**config.mk**
```make
export PLATFORM = sky130hd
export DESIGN_NAME = decimal_digit_array_adder
export DESIGN_NICKNAME = d
export VERILOG_FILES = /design/src/dda_pkg.sv /design/src/dda_digit_add.sv /design/src/decimal_digit_array_adder.sv
export SDC_FILE = /design/constraint.sdc
export NUM_CORES = 1
export LEC_CHECK = 0
export BUFFER_PORTS_ARGS = -buffer_cell sky130_fd_sc_hd__buf_2
export CORE_AREA = 2 2 223 159
export DETAILED_ROUTE_END_ITERATION = 12
export DIE_AREA = 0 0 225 161
export PLACE_DENSITY = 0.75
export SYNTH_ARGS = -nofsm -noshare
export SYNTH_HDL_FRONTEND = slang
export SYNTH_HIERARCHICAL = 1
export SYNTH_SLANG_ARGS = --single-unit
```
**constraint.sdc**
```tcl
create_clock -name clk -period 7.5 [get_ports clk]
set_input_delay 0.375 -clock clk [delete_from_list [all_inputs] [get_ports clk]]
set_output_delay 0.375 -clock clk [all_outputs]
set_load 0.01 [all_outputs]
```
**src/dda_pkg.sv**
```systemverilog
// dda_pkg: shared types and constants for the decimal digit array adder
// no dependencies; imported by dda_digit_add and decimal_digit_array_adder
package dda_pkg;

  localparam int DIGIT_W = 4;
  localparam int CARRY_W = 2;

  // action codes of an input item
  localparam logic [1:0] ACT_LOAD_A  = 2'd0;
  localparam logic [1:0] ACT_LOAD_B  = 2'd1;
  localparam logic [1:0] ACT_COMPUTE = 2'd2;

  typedef enum logic [2:0] {
    ST_IDLE,
    ST_ADD_RD,
    ST_ADD_WR,
    ST_CARRY,
    ST_SCAN_RD,
    ST_SCAN_CHK,
    ST_EMIT_RD,
    ST_EMIT_OUT
  } state_t;

endpackage

```
**src/dda_digit_add.sv**
```systemverilog
// dda_digit_add: one decimal column, two digits plus carry in
// depends on dda_pkg
module dda_digit_add (
  input  logic [dda_pkg::DIGIT_W-1:0] a,
  input  logic [dda_pkg::DIGIT_W-1:0] b,
  input  logic [dda_pkg::CARRY_W-1:0] carry_in,
  output logic [dda_pkg::DIGIT_W-1:0] sum,
  output logic [dda_pkg::CARRY_W-1:0] carry_out
);
  import dda_pkg::*;

  logic [5:0] total;

  assign total = 6'(a) + 6'(b) + 6'(carry_in);

  // total is at most 33, so three compares settle the decimal split
  always_comb begin
    priority if (total >= 6'd30) begin
      sum       = DIGIT_W'(total - 6'd30);
      carry_out = 2'd3;
    end else if (total >= 6'd20) begin
      sum       = DIGIT_W'(total - 6'd20);
      carry_out = 2'd2;
    end else if (total >= 6'd10) begin
      sum       = DIGIT_W'(total - 6'd10);
      carry_out = 2'd1;
    end else begin
      sum       = DIGIT_W'(total);
      carry_out = 2'd0;
    end
  end

endmodule

```
**src/decimal_digit_array_adder.sv**
```systemverilog
// decimal_digit_array_adder: top level, digit stores, sequencer and output register
// depends on dda_pkg and dda_digit_add
//
// usage
//   input channel (in_valid / in_stall): action and digit. action 0 loads a digit
//   into the first operand store, 1 into the second, most significant first.
//   action 2 adds the two operands and emits the sum; action 3 is ignored.
//   output channel (out_valid / out_stall): one item per sum digit, most
//   significant first, leading zeros dropped; last marks the least significant
//   digit and overflow reports a load into a full store since the last compute.
//   a zero sum or empty operands give a single item, digit 0 with last set.
// sequence
//   a load is written from the idle state. a compute of len = max(count) digits
//   runs each column through the shared digit adder (a memory read step, then an
//   add and write step), then the carry step; each leading zero skipped takes a
//   read and a check step, and each emitted digit after the first a read and an
//   output step, all bound by the single read port of the sum store. in_stall is
//   high for the whole compute.
// reset and stall
//   rst clears both counts, the overflow flag, the sequencer and out_valid; the
//   digit stores hold garbage until written. while out_stall is high the output
//   register holds its item and the sequencer waits before the next digit.
module decimal_digit_array_adder #(
  parameter int MAX_DIGITS = 32
) (
  input  logic                        clk,
  input  logic                        rst,
  input  logic                        in_valid,
  output logic                        in_stall,
  input  logic [1:0]                  action,
  input  logic [dda_pkg::DIGIT_W-1:0] digit,
  output logic                        out_valid,
  input  logic                        out_stall,
  output logic [dda_pkg::DIGIT_W-1:0] sum_digit,
  output logic                        last,
  output logic                        overflow
);
  import dda_pkg::*;

  localparam int CNT_W   = $clog2(MAX_DIGITS + 1);
  localparam int LEN_W   = $clog2(MAX_DIGITS + 2);
  localparam int ADDR_W  = (MAX_DIGITS > 1) ? $clog2(MAX_DIGITS) : 1;
  localparam int SADDR_W = $clog2(MAX_DIGITS + 1);

  // operand and sum stores
  logic [DIGIT_W-1:0] first_digits  [MAX_DIGITS];
  logic [DIGIT_W-1:0] second_digits [MAX_DIGITS];
  logic [DIGIT_W-1:0] sum_store     [MAX_DIGITS+1];

  state_t             state, state_next;
  logic [CNT_W-1:0]   first_count, first_count_next;
  logic [CNT_W-1:0]   second_count, second_count_next;
  logic               load_overflow, load_overflow_next;
  logic [CNT_W-1:0]   col, col_next;
  logic [LEN_W-1:0]   len, len_next;
  logic [CARRY_W-1:0] carry, carry_next;
  logic [SADDR_W-1:0] ptr, ptr_next;

  // memory read data
  logic [DIGIT_W-1:0] a_rd, b_rd, s_rd;
  logic               a_ok, b_ok;

  // memory controls
  logic               a_we, b_we, op_re, sum_we, sum_re;
  logic [SADDR_W-1:0] sum_waddr;
  logic [DIGIT_W-1:0] sum_wdata;
  logic [ADDR_W-1:0]  a_raddr, b_raddr;

  logic               out_load, out_last;

  // shared digit adder
  logic [DIGIT_W-1:0] a_val, b_val, col_sum;
  logic [CARRY_W-1:0] col_carry;

  assign a_val = a_ok ? a_rd : '0;
  assign b_val = b_ok ? b_rd : '0;

  dda_digit_add u_add (
    .a         (a_val),
    .b         (b_val),
    .carry_in  (carry),
    .sum       (col_sum),
    .carry_out (col_carry)
  );

  // operands are right aligned: column col reads count-1-col
  assign a_raddr  = ADDR_W'(first_count - CNT_W'(1) - col);
  assign b_raddr  = ADDR_W'(second_count - CNT_W'(1) - col);

  assign in_stall = (state != ST_IDLE);

  always_comb begin
    state_next         = state;
    first_count_next   = first_count;
    second_count_next  = second_count;
    load_overflow_next = load_overflow;
    col_next           = col;
    len_next           = len;
    carry_next         = carry;
    ptr_next           = ptr;
    a_we               = 1'b0;
    b_we               = 1'b0;
    op_re              = 1'b0;
    sum_we             = 1'b0;
    sum_re             = 1'b0;
    sum_waddr          = SADDR_W'(col);
    sum_wdata          = col_sum;
    out_load           = 1'b0;
    out_last           = 1'b0;

    unique case (state)
      ST_IDLE: begin
        if (in_valid) begin
          unique case (action)
            ACT_LOAD_A: begin
              if (first_count < CNT_W'(MAX_DIGITS)) begin
                a_we             = 1'b1;
                first_count_next = first_count + CNT_W'(1);
              end else begin
                load_overflow_next = 1'b1;
              end
            end
            ACT_LOAD_B: begin
              if (second_count < CNT_W'(MAX_DIGITS)) begin
                b_we              = 1'b1;
                second_count_next = second_count + CNT_W'(1);
              end else begin
                load_overflow_next = 1'b1;
              end
            end
            ACT_COMPUTE: begin
              col_next   = '0;
              carry_next = '0;
              len_next   = (first_count > second_count) ? LEN_W'(first_count)
                                                        : LEN_W'(second_count);
              state_next = ST_ADD_RD;
            end
            default: begin
            end
          endcase
        end
      end
      ST_ADD_RD: begin
        if (LEN_W'(col) == len) begin
          state_next = ST_CARRY;
        end else begin
          op_re      = 1'b1;
          state_next = ST_ADD_WR;
        end
      end
      ST_ADD_WR: begin
        sum_we     = 1'b1;
        carry_next = col_carry;
        col_next   = col + CNT_W'(1);
        state_next = ST_ADD_RD;
      end
      ST_CARRY: begin
        // final carry becomes a leading digit; empty operands store a zero
        if (carry != '0) begin
          sum_we    = 1'b1;
          sum_waddr = SADDR_W'(len);
          sum_wdata = DIGIT_W'(carry);
          len_next  = len + LEN_W'(1);
          ptr_next  = SADDR_W'(len);
        end else if (len == '0) begin
          sum_we    = 1'b1;
          sum_waddr = '0;
          sum_wdata = '0;
          ptr_next  = '0;
        end else begin
          ptr_next  = SADDR_W'(len - LEN_W'(1));
        end
        state_next = ST_SCAN_RD;
      end
      ST_SCAN_RD: begin
        sum_re     = 1'b1;
        state_next = ST_SCAN_CHK;
      end
      ST_SCAN_CHK: begin
        // skip leading zeros; the digit at ptr is already read for emit
        if (s_rd == '0 && ptr != '0) begin
          ptr_next   = ptr - SADDR_W'(1);
          state_next = ST_SCAN_RD;
        end else begin
          state_next = ST_EMIT_OUT;
        end
      end
      ST_EMIT_RD: begin
        sum_re     = 1'b1;
        state_next = ST_EMIT_OUT;
      end
      ST_EMIT_OUT: begin
        if (!out_valid || !out_stall) begin
          out_load = 1'b1;
          out_last = (ptr == '0);
          if (ptr == '0) begin
            first_count_next   = '0;
            second_count_next  = '0;
            load_overflow_next = 1'b0;
            state_next         = ST_IDLE;
          end else begin
            ptr_next   = ptr - SADDR_W'(1);
            state_next = ST_EMIT_RD;
          end
        end
      end
      default: begin
        state_next = ST_IDLE;
      end
    endcase
  end

  always_ff @(posedge clk) begin
    if (rst) begin
      state         <= ST_IDLE;
      first_count   <= '0;
      second_count  <= '0;
      load_overflow <= 1'b0;
      out_valid     <= 1'b0;
    end else begin
      state         <= state_next;
      first_count   <= first_count_next;
      second_count  <= second_count_next;
      load_overflow <= load_overflow_next;
      if (out_load) begin
        out_valid <= 1'b1;
      end else if (!out_stall) begin
        out_valid <= 1'b0;
      end
    end
  end

  // datapath registers
  always_ff @(posedge clk) begin
    col   <= col_next;
    len   <= len_next;
    carry <= carry_next;
    ptr   <= ptr_next;
    if (out_load) begin
      sum_digit <= s_rd;
      last      <= out_last;
      overflow  <= load_overflow;
    end
  end

  // operand stores
  always_ff @(posedge clk) begin
    if (a_we) begin
      first_digits[ADDR_W'(first_count)] <= digit;
    end
    if (b_we) begin
      second_digits[ADDR_W'(second_count)] <= digit;
    end
    if (op_re) begin
      a_rd <= first_digits[a_raddr];
      b_rd <= second_digits[b_raddr];
      a_ok <= (col < first_count);
      b_ok <= (col < second_count);
    end
  end

  // sum store
  always_ff @(posedge clk) begin
    if (sum_we) begin
      sum_store[sum_waddr] <= sum_wdata;
    end
    if (sum_re) begin
      s_rd <= sum_store[ptr];
    end
  end

  // counts never pass the store size
  a_count_range: assert property (@(posedge clk) disable iff (rst)
    first_count <= CNT_W'(MAX_DIGITS) && second_count <= CNT_W'(MAX_DIGITS))
    else $error("digit count beyond store size");

  // emitting the least significant digit ends the compute and clears the counts
  a_last_ends: assert property (@(posedge clk) disable iff (rst)
    out_load && out_last |=> state == ST_IDLE && first_count == '0 &&
                             second_count == '0 && !load_overflow)
    else $error("compute did not finish after last digit");

  // every emitted sum digit is decimal
  a_digit_decimal: assert property (@(posedge clk) disable iff (rst)
    out_valid |-> sum_digit <= DIGIT_W'(9))
    else $error("sum digit above nine");

  // no new input while the sequencer is busy
  a_busy_stall: assert property (@(posedge clk) disable iff (rst)
    state != ST_IDLE |-> in_stall)
    else $error("input taken during compute");

endmodule

```
==> results of run 1 <==
worst register-to-register path, stage by stage, from the launching register on:
cell and delay (ns):
edfxtp_1 0.36, and2_1 0.13, inv_1 0.06, fa_1 0.53
inv_1 0.04, ha_1 0.22, fa_1 0.66, inv_1 0.16
ha_1 0.22, a21o_1 0.17, a31oi_1 0.31, or2b_1 0.30
nor2_1 0.09, o21ai_1 0.09, xnor2_1 0.16, a22o_1 0.99
power by group through the flow:
stage	logic, mW	clock network [mW]	registers [mW]
3_3_place_gp	0.645	0	2.99
4_1_cts	0.678	2.13	2.94
6_report	0.676	2.10	2.94
5_1_grt	0.737	2.23	2.94
3_5_place_dp	0.675	0	2.99
2_1_floorplan	0.465	0	2.97
per-stage QoR:
stage / cell area [µm²] / setup WS, ns / util
floorplan: 19900 / 3.60 / -
global placement: 20300 / 2.89 / 0.596
detailed placement: 20300 / 2.62 / 0.596
CTS: 21700 / 2.60 / 0.635
global route: 21700 / 2.32 / 0.635
finish: 21700 / 2.59 / 0.635
cell usage in the layout, fill, tap and decap left out, types with 24 or more instances in the layout:
cell	netlist	routed
edfxtp_1	428	428
mux4_2	80	80
nor2_1	152	152
clkbuf_16	0	42
a21oi_1	43	43
ha_1	52	50
inv_1	38	38
mux2i_1	67	67
nand2_1	40	40
xnor2_1	24	24
nand3_1	30	30
cell families (layout without fill, tap and decap cells):
| logic type | after synthesis | after routing | synth area share |
|---|---|---|---|
| compound gates | 160 | 160 | 0.0565 |
| fa+ha+maj | 57 | 57 | 0.0377 |
| xor+xnor | 36 | 36 | 0.0170 |
| simple gates | 315 | 315 | 0.0749 |
| mux | 155 | 155 | 0.129 |
| buf+inv | 98 | 143 | 0.0222 |
| other cells | 0 | 2 | 0 |
| flops | 445 | 445 | 0.663 |
routing by layer:
| layer | GRT usage | part of all wire | up-vias |
|---|---|---|---|
| met5 | 0 | 0 | - |
| met4 | 0.0644 | 0.022 | 0 |
| met3 | 0.0391 | 0.078 | 73 |
| met2 | 0.325 | 0.44 | 435 |
| met1 | 0.363 | 0.46 | 5520 |
| li1 | - | - | 4941 |
state kept, by name, indices dropped and copies added (netlist names):
| register | count |
|---|---|
| a_ok | 1 |
| a_rd | 4 |
| b_ok | 1 |
| b_rd | 4 |
| carry | 2 |
| col | 6 |
| first_count | 6 |
| first_digits | 128 |
| last | 1 |
| len | 6 |
| load_overflow | 1 |
| out_valid | 1 |
| overflow | 1 |
| ptr | 6 |
| s_rd | 4 |
| second_count | 6 |
| second_digits | 128 |
| state | 3 |
| sum_digit | 4 |
| sum_store | 132 |
area by class of cell:
cell class | instances | area [µm²] | area share
diodes | 2 | 5.00 | 0.000231
clock buffers | 48 | 1080 | 0.0499
clock inverters | 26 | 268 | 0.0123
inverters | 40 | 150 | 0.00692
multi-input cells | 723 | 6280 | 0.289
flip-flops and latches | 445 | 13200 | 0.608
well taps | 442 | 553 | 0.0255
repair buffers | 29 | 175 | 0.00807
final timing paths:
check        startpoint               to  slack [ns]
min                 rst   first_count[1]        0.13
max                a_ok  sum_store[1][1]        2.59
max reg2reg        a_ok  sum_store[1][1]        2.59
min reg2reg     s_rd[0]     sum_digit[0]        0.47
==> impl_metrics.py, run 1 <==
metrics = {
    "cts": {
        "hold_buffers": 0,
        "clock_latency_ns": 0.55,
        "cts.sinks": 445,
        "cts-buffers-inserted": 42,
        "root_buffer": "clkbuf_16",
        "clk_pin_slew_ns": 0.06,
        "clockBufferDepth": 3,
        "h-tree-depth": 2,
        "cts_tree": "yes",
        "cts_resized": 0,
        "post_cts_buffers": 0,
    },
    "timing": {
        "fin_setup_tns_ns": 0,
        "fin_worst_skew_ns": 0.0243,
        "tightest_slew_ns": 1.28,
        "hold_viol": 0,
        "hold_ws_ns": 0.133,
        "setup_viol": 0,
        "post-route-min-period_ns": 4.91,
        "slew_headroom": 0.148,
        "maxSlewViolCount": 0,
        "rsz0062_at_grt": "no",
        "fin_crit_sh": 0.654,
        "fmax_mhz": 204,
    },
    "grt": {
        "antenna_found_initial": 2,
        "grt-ovfl-total": 0,
        "grt_pass1_vias": 10700,
        "grt_usage": 0.227,
        "grt_first_pass_wirelength_um": 62700,
        "grt_start_max_net_pins": 65,
    },
    "worst_setup_path": {
        "crit_fanout": 33,
        "crit_path_cell_trace": "and2_1 > inv_1 > fa_1 > inv_1 > ha_1 > fa_1 > inv_1 > ha_1 > a21o_1 > a31oi_1 > or2b_1 > nor2_1 > o21ai_1 > xnor2_1 > a22o_1",
        "cp.depth": 15,
        "crit_path_start_kind": "flip-flop",
        "cp-end-kind": "flip-flop",
        "crit_slowest_cell": "a22o_1",
        "required_ns": 7.66,
        "crit_type": "flip-flop to flip-flop",
        "r2r_cells": 15,
        "cp_top_family": "adder cells",
        "crit_arrival_ns": 5.06,
        "cp_num_buf_inv": 3,
        "cp_common_cell": "inv_1",
        "cpPeakStageDelay_ns": 0.99,
    },
    "detailed_routing": {
        "drt_iter0_drc": 1191,
        "via_per_inst": 6.25,
        "via_count": 11000,
        "dr.pass1.iters": 8,
        "drc_errors": 0,
        "avgRoutedWirePerCell_um": 22.9,
        "wl_um": 40100,
        "detail-route-antenna-nets": 0,
    },
    "power_and_ir_drop": {
        "intPower_mw": 4.35,
        "p_total_mw": 5.72,
        "combPwrFrac": 0.118,
        "switching_share": 0.239,
        "clock_power_share": 0.368,
        "seq_power_share": 0.514,
        "p_per_area_nw_per_um2": 264,
        "switchingPower_mw": 1.37,
        "p_leak_nw": 7.15,
        "ir_drop_mv": 0.272,
    },
    "cells_and_area": {
        "nNetsFinal": 1348,
        "drive_above_1_share": 0.154,
        "area_delta_synth_final_pct": 9.07,
        "fillCellCount": 2415,
        "stdcell_count": 1755,
    },
    "logic_synthesis": {
        "synth.largest_area_cell": "edfxtp_1",
        "synthCells": 1266,
        "yosysMostFrequentCell": "edfxtp_1",
        "synth_area_leaders": "edfxtp_1 65%, mux4_2 9.1%, mux2i_1 3.4%, ha_1 3.3%, nor2_1 2.9%",
        "syn-cell-area_um2": 19900,
        "ys_types": 70,
        "synthesis.nets": 1333,
        "syn-mean-instance-area_um2": 15.7,
        "seq_area_frac_synth": 0.663,
        "synthFlopType": "edfxtp_1",
        "netlist.area_leader.share": 0.646,
        "ys_warn_count": 6,
        "ys_ff_latch": 445,
        "synth-edff-count": 428,
        "synth_common_cells": "428 x edfxtp_1, 152 x nor2_1, 80 x mux4_2, 67 x mux2i_1, 52 x ha_1",
        "async_flop_share": 0,
    },
    "floorplanning": {
        "die_h_um": 161,
        "die_w_um": 225,
        "dieArea_um2": 36200,
        "fp-row-count": 57,
        "ios": 18,
        "core_area_um2": 34200,
        "initial_core_util": 0.583,
    },
    "placement": {
        "dpl.hpwl_um": 26400,
        "io_buffers": 17,
        "placedCellCount": 1679,
        "place_congestion": 0.879,
    },
    "min_path": {
        "hold-path-cell-count": 2,
        "min_path_type": "input port to flip-flop",
    },
    "run": {
        "drv_cap": 0,
    },
    "status": {
        "status": "completed",
    },
}
Note: power is estimated with default switching activity, not from simulation.
==> inputs of run 2 (changes only) <==
==> constraint.sdc (replaced) <==
create_clock -name clk -period 4.85 [get_ports clk]
set_input_delay 0.2425 -clock clk [delete_from_list [all_inputs] [get_ports clk]]
set_output_delay 0.2425 -clock clk [all_outputs]
set_load 0.01 [all_outputs]
==> impl_metrics.py, run 2 (synthesis results as in run 1) <==
metrics = {
    "floorplanning": {
        "core_area_um2": 34200,
        "die_w_um": 225,
        "ios": 18,
        "dieArea_um2": 36200,
        "fp-row-count": 57,
        "die_h_um": 161,
        "initial_core_util": 0.583,
    },
    "cells_and_area": {
        "antenna_cells": 0,
        "final_common_cell": "edfxtp_1",
        "final_cell_mix": "428 x edfxtp_1, 152 x nor2_1, 80 x mux4_2",
        "largest_registers": "sum_store (132), first_digits (128), second_digits (128)",
        "largest_register_ffs": 132,
        "stdcell_area_um2": 21800,
        "final_core_util": 0.640,
        "drive_above_1_share": 0.159,
        "nNetsFinal": 1353,
        "area_delta_synth_final_pct": 9.78,
        "stdcell_count": 1758,
        "largest-register": "sum_store",
    },
    "timing": {
        "hold_viol": 0,
        "fin_worst_skew_ns": 0.0288,
        "fin_setup_tns_ns": 0,
        "tightest_slew_ns": 1.23,
        "slew_headroom": 0.177,
        "post-route-min-period_ns": 4.38,
        "fin_ws_ns": 0.471,
        "fmax_mhz": 228,
        "setup_viol": 0,
        "rsz0062_at_grt": "no",
        "hold_ws_ns": 0.0481,
        "maxSlewViolCount": 0,
        "fin_crit_sh": 0.903,
    },
    "grt": {
        "grt_first_pass_wirelength_um": 63300,
        "grt-ovfl-total": 0,
        "antenna_found_initial": 0,
        "grt_start_max_net_pins": 65,
        "grt_pass1_vias": 10900,
        "grt_usage": 0.230,
    },
    "worst_setup_path": {
        "crit_type": "flip-flop to flip-flop",
        "rrSetupSlack_ns": 0.47,
        "required_ns": 5.12,
        "crit_fanout": 33,
        "timing.rr.start": "a_ok",
        "worstSetupStartpoint": "a_ok",
        "cp-end-kind": "flip-flop",
        "crit_path_start_kind": "flip-flop",
        "crit_arrival_ns": 4.65,
    },
    "placement": {
        "place_congestion": 0.872,
        "dpl.hpwl_um": 26700,
        "dpl-instance-area_um2": 20400,
        "io_buffers": 17,
        "placedCellCount": 1683,
        "place_ws_ns": 0.0575,
    },
    "cts": {
        "clock_latency_ns": 0.56,
        "clockBufferDepth": 3,
        "cts.sinks": 445,
        "cts-buffers-inserted": 42,
        "clk_pin_slew_ns": 0.06,
        "root_buffer": "clkbuf_16",
        "h-tree-depth": 2,
        "cts_tree": "yes",
        "post_cts_buffers": 0,
    },
    "detailed_routing": {
        "drt_iter0_drc": 1238,
        "avgRoutedWirePerCell_um": 23.0,
        "drc_errors": 0,
        "detail-route-antenna-nets": 0,
        "wl_um": 40400,
        "dr.pass1.iters": 7,
        "via_count": 11000,
        "via_per_inst": 6.26,
    },
    "min_path": {
        "min_path_type": "input port to flip-flop",
        "hp-start": "action[1]",
    },
    "power_and_ir_drop": {
        "p_per_area_nw_per_um2": 413,
        "p_total_mw": 9.03,
        "p_leak_nw": 7.22,
        "ir_drop_mv": 0.311,
    },
    "status": {
        "status": "completed",
    },
    "run": {
        "drv_cap": 0,
    },
}
## run 2: path summary, 6_finish.rpt
| check | endpoint | depth (start not counted) |
|---|---|---|
| max | sum_store[7][3] | 15 |
| min | load_overflow | 4 |
| max reg2reg | sum_store[7][3] | 15 |
| min reg2reg | sum_digit[1] | 0 |
## run 2: layout make-up
cell class | count | area [µm²]
tap | 442 | 553
sequential | 445 | 13200
multi-input combinational | 723 | 6280
inverter | 40 | 150
clock inverter | 25 | 332
timing repair buffer | 34 | 240
fill | 2388 | 12300
clock buffer | 49 | 1100
## run 2: metal layers
metal / global-route usage / vias to the layer above / routed length, µm
met4: 0.0575 / 0 / 685
li1: - / 4961 / -
met1: 0.357 / 5576 / 18500
met3: 0.0375 / 53 / 2790
met5: 0 / - / 0
met2: 0.345 / 416 / 18400
## run 2: timing repair
| item | 4_1_cts | 5_1_grt |
|---|---|---|
| setup endpoints to repair | 0 | 99 |
| hold buffers | 1 | 0 |
| endpoints found under the hold margin | 5 | 0 |
| resized for setup | 0 | 3 |
## run 2: power by group
group	internal (mW)	switching, mW
clock	2.01	1.43
combinational	0.367	0.694
sequential	4.50	0.0334
total	6.88	2.15
## run 2: worst max-delay path, stage by stage, from the launching register on
cell,delay (ns)
edfxtp_1,0.37
and2_1,0.15
inv_1,0.07
fa_1,0.53
inv_1,0.04
ha_1,0.22
fa_1,0.44
xor2_2,0.29
ha_1,0.22
and2_1,0.26
nand3b_1,0.10
a21boi_0,0.32
a311oi_4,0.10
o221ai_1,0.24
a22o_1,0.18
and2_2,0.55
==> inputs of run 3 (changes only) <==
--- a/config.mk
+++ b/config.mk
@@ -6,10 +6,10 @@
 export NUM_CORES = 1
 export LEC_CHECK = 0
 export BUFFER_PORTS_ARGS = -buffer_cell sky130_fd_sc_hd__buf_2
-export CORE_AREA = 2 2 223 159
+export CORE_AREA = 2 2 216 154
 export DETAILED_ROUTE_END_ITERATION = 12
-export DIE_AREA = 0 0 225 161
-export PLACE_DENSITY = 0.75
+export DIE_AREA = 0 0 218 156
+export PLACE_DENSITY = 0.81
 export SYNTH_ARGS = -nofsm -noshare
 export SYNTH_HDL_FRONTEND = slang
 export SYNTH_HIERARCHICAL = 1
==> impl_metrics.py, run 3 (synthesis results as in run 1) <==
metrics = {
    "worst_setup_path": {
        "rrSetupSlack_ns": 0.32,
        "crit_fanout": 33,
        "cp_top_family": "adder cells",
        "r2r-end": "sum_store[7][1]",
        "worstSetupStartpoint": "a_ok",
        "cp-end-kind": "flip-flop",
        "cp.depth": 15,
        "cp_common_cell": "inv_1",
        "crit_slowest_cell": "fa_1",
        "crit_path_start_kind": "flip-flop",
        "crit_arrival_ns": 4.78,
        "cpPeakStageDelay_ns": 0.68,
        "worstSetupEndpoint": "sum_store[7][1]",
        "timing.rr.start": "a_ok",
        "cp_num_buf_inv": 3,
        "crit_type": "flip-flop to flip-flop",
        "crit_path_cell_trace": "and2_1 > inv_1 > fa_1 > inv_1 > ha_1 > fa_1 > inv_1 > ha_1 > a21o_1 > a31oi_1 > or2b_1 > nor2_1 > o21ai_1 > xnor2_1 > a22o_2",
        "required_ns": 5.10,
        "r2r_cells": 15,
    },
    "detailed_routing": {
        "wl_um": 40800,
        "drt_iter0_drc": 1327,
        "drc_errors": 0,
        "via_per_inst": 6.33,
        "dr.pass1.iters": 5,
        "detail-route-antenna-nets": 0,
        "avgRoutedWirePerCell_um": 23.5,
        "via_count": 11000,
    },
    "grt": {
        "grt_usage": 0.247,
        "grt-ovfl-total": 0,
        "antenna_found_initial": 0,
        "grt_start_max_net_pins": 65,
        "grt_first_pass_wirelength_um": 63700,
        "grt_pass1_vias": 10900,
    },
    "timing": {
        "hold_viol": 0,
        "fin_worst_skew_ns": 0.0186,
        "setup_viol": 0,
        "slew_headroom": 0.182,
        "rsz0062_at_grt": "no",
        "maxSlewViolCount": 0,
        "tightest_slew_ns": 1.23,
        "fmax_mhz": 221,
        "hold_ws_ns": 0.0717,
        "fin_crit_sh": 0.934,
        "post-route-min-period_ns": 4.53,
    },
    "power_and_ir_drop": {
        "p_total_mw": 8.82,
        "clock_power_share": 0.365,
        "p_per_area_nw_per_um2": 407,
        "switching_share": 0.239,
        "p_leak_nw": 7.14,
        "intPower_mw": 6.71,
        "switchingPower_mw": 2.11,
        "ir_drop_mv": 0.392,
        "combPwrFrac": 0.121,
        "seq_power_share": 0.515,
    },
    "floorplanning": {
        "die_w_um": 218,
        "fp-row-count": 55,
        "core_area_um2": 31900,
        "dieArea_um2": 34000,
        "die_h_um": 156,
        "initial_core_util": 0.623,
        "ios": 18,
    },
    "cells_and_area": {
        "final_common_cell": "edfxtp_1",
        "nNetsFinal": 1349,
        "largest-register": "sum_store",
        "largest_register_ffs": 132,
        "final_cell_mix": "428 x edfxtp_1, 152 x nor2_1, 80 x mux4_2",
        "area_delta_synth_final_pct": 8.93,
        "stdcell_count": 1739,
        "drive_above_1_share": 0.149,
        "antenna_cells": 0,
        "largest_registers": "sum_store (132), first_digits (128), second_digits (128)",
    },
    "cts": {
        "cts.sinks": 445,
        "root_buffer": "clkbuf_16",
        "clk_pin_slew_ns": 0.06,
        "cts_tree": "yes",
        "clock_latency_ns": 0.55,
        "post_cts_buffers": 0,
        "clockBufferDepth": 3,
        "cts-buffers-inserted": 42,
        "h-tree-depth": 2,
    },
    "min_path": {
        "min_path_type": "input port to flip-flop",
    },
    "run": {
        "drv_cap": 0,
    },
    "placement": {
        "dpl.hpwl_um": 26800,
        "io_buffers": 17,
        "place_congestion": 0.883,
        "placedCellCount": 1664,
    },
    "status": {
        "status": "completed",
    },
}
## run 3: routing by layer
metal | GRT usage | part of all wire
met1 | 0.379 | 0.44
met2 | 0.376 | 0.46
met3 | 0.0431 | 0.082
met4 | 0.0570 | 0.017
met5 | 0 | 0
## run 3: worst min-delay path by stage
stage	startpoint	end	slack, ns	cells after the start
after floorplan	rst	out_valid	0.31	1
after global placement	s_rd[0]	sum_digit[0]	0.44	0
after detailed placement	s_rd[0]	sum_digit[0]	0.45	0
after CTS	action[1]	load_overflow	0.06	4
after global routing	action[1]	load_overflow	0.07	4
final	action[1]	load_overflow	0.07	4
## run 3: through the flow
| stage | utilization | setup TNS (ns) | setup slack [ns] | cell area (µm²) |
|---|---|---|---|---|
| after global placement | 0.637 | 0 | 0.299 | 20300 |
| after detailed placement | 0.637 | -1.12 | -0.0362 | 20300 |
| after CTS | 0.679 | 0 | 0.0625 | 21700 |
| final | 0.679 | 0 | 0.318 | 21700 |
| after global routing | 0.679 | 0 | 0.0661 | 21700 |
| after floorplan | - | 0 | 0.945 | 19900 |
## run 3: timing repair
action | 4_1_cts | 5_1_grt
hold buffers | 1 | 0
endpoints found under the setup margin | 33 | 66
endpoints found under the hold margin | 3 | 0
cloned | 0 | 0
gates resized for setup | 1 | 2
pin swaps | 0 | 0
## run 3: tightest hold or removal path, delay by kind of cell
family	cells	cell delay, ns
buffers and inverters	1	0.11
and+or+nand+nor	3	0.20
## run 3: power by group through the flow
stage	clock network, mW	logic [mW]	registers [mW]
finish	3.21	1.06	4.54
global route	3.40	1.16	4.54
CTS	3.25	1.06	4.54
detailed placement	0	1.05	4.63
global placement	0	0.992	4.63
floorplan	0	0.718	4.60
## run 3: layout make-up
cell class,count,area (µm²)
Fill cell,2120,10300
Clock buffer,55,1120
Inverter,40,150
Tap cell,427,534
Timing Repair Buffer,30,198
Multi-Input combinational cell,723,6280
Clock inverter,19,201
Sequential cell,445,13200
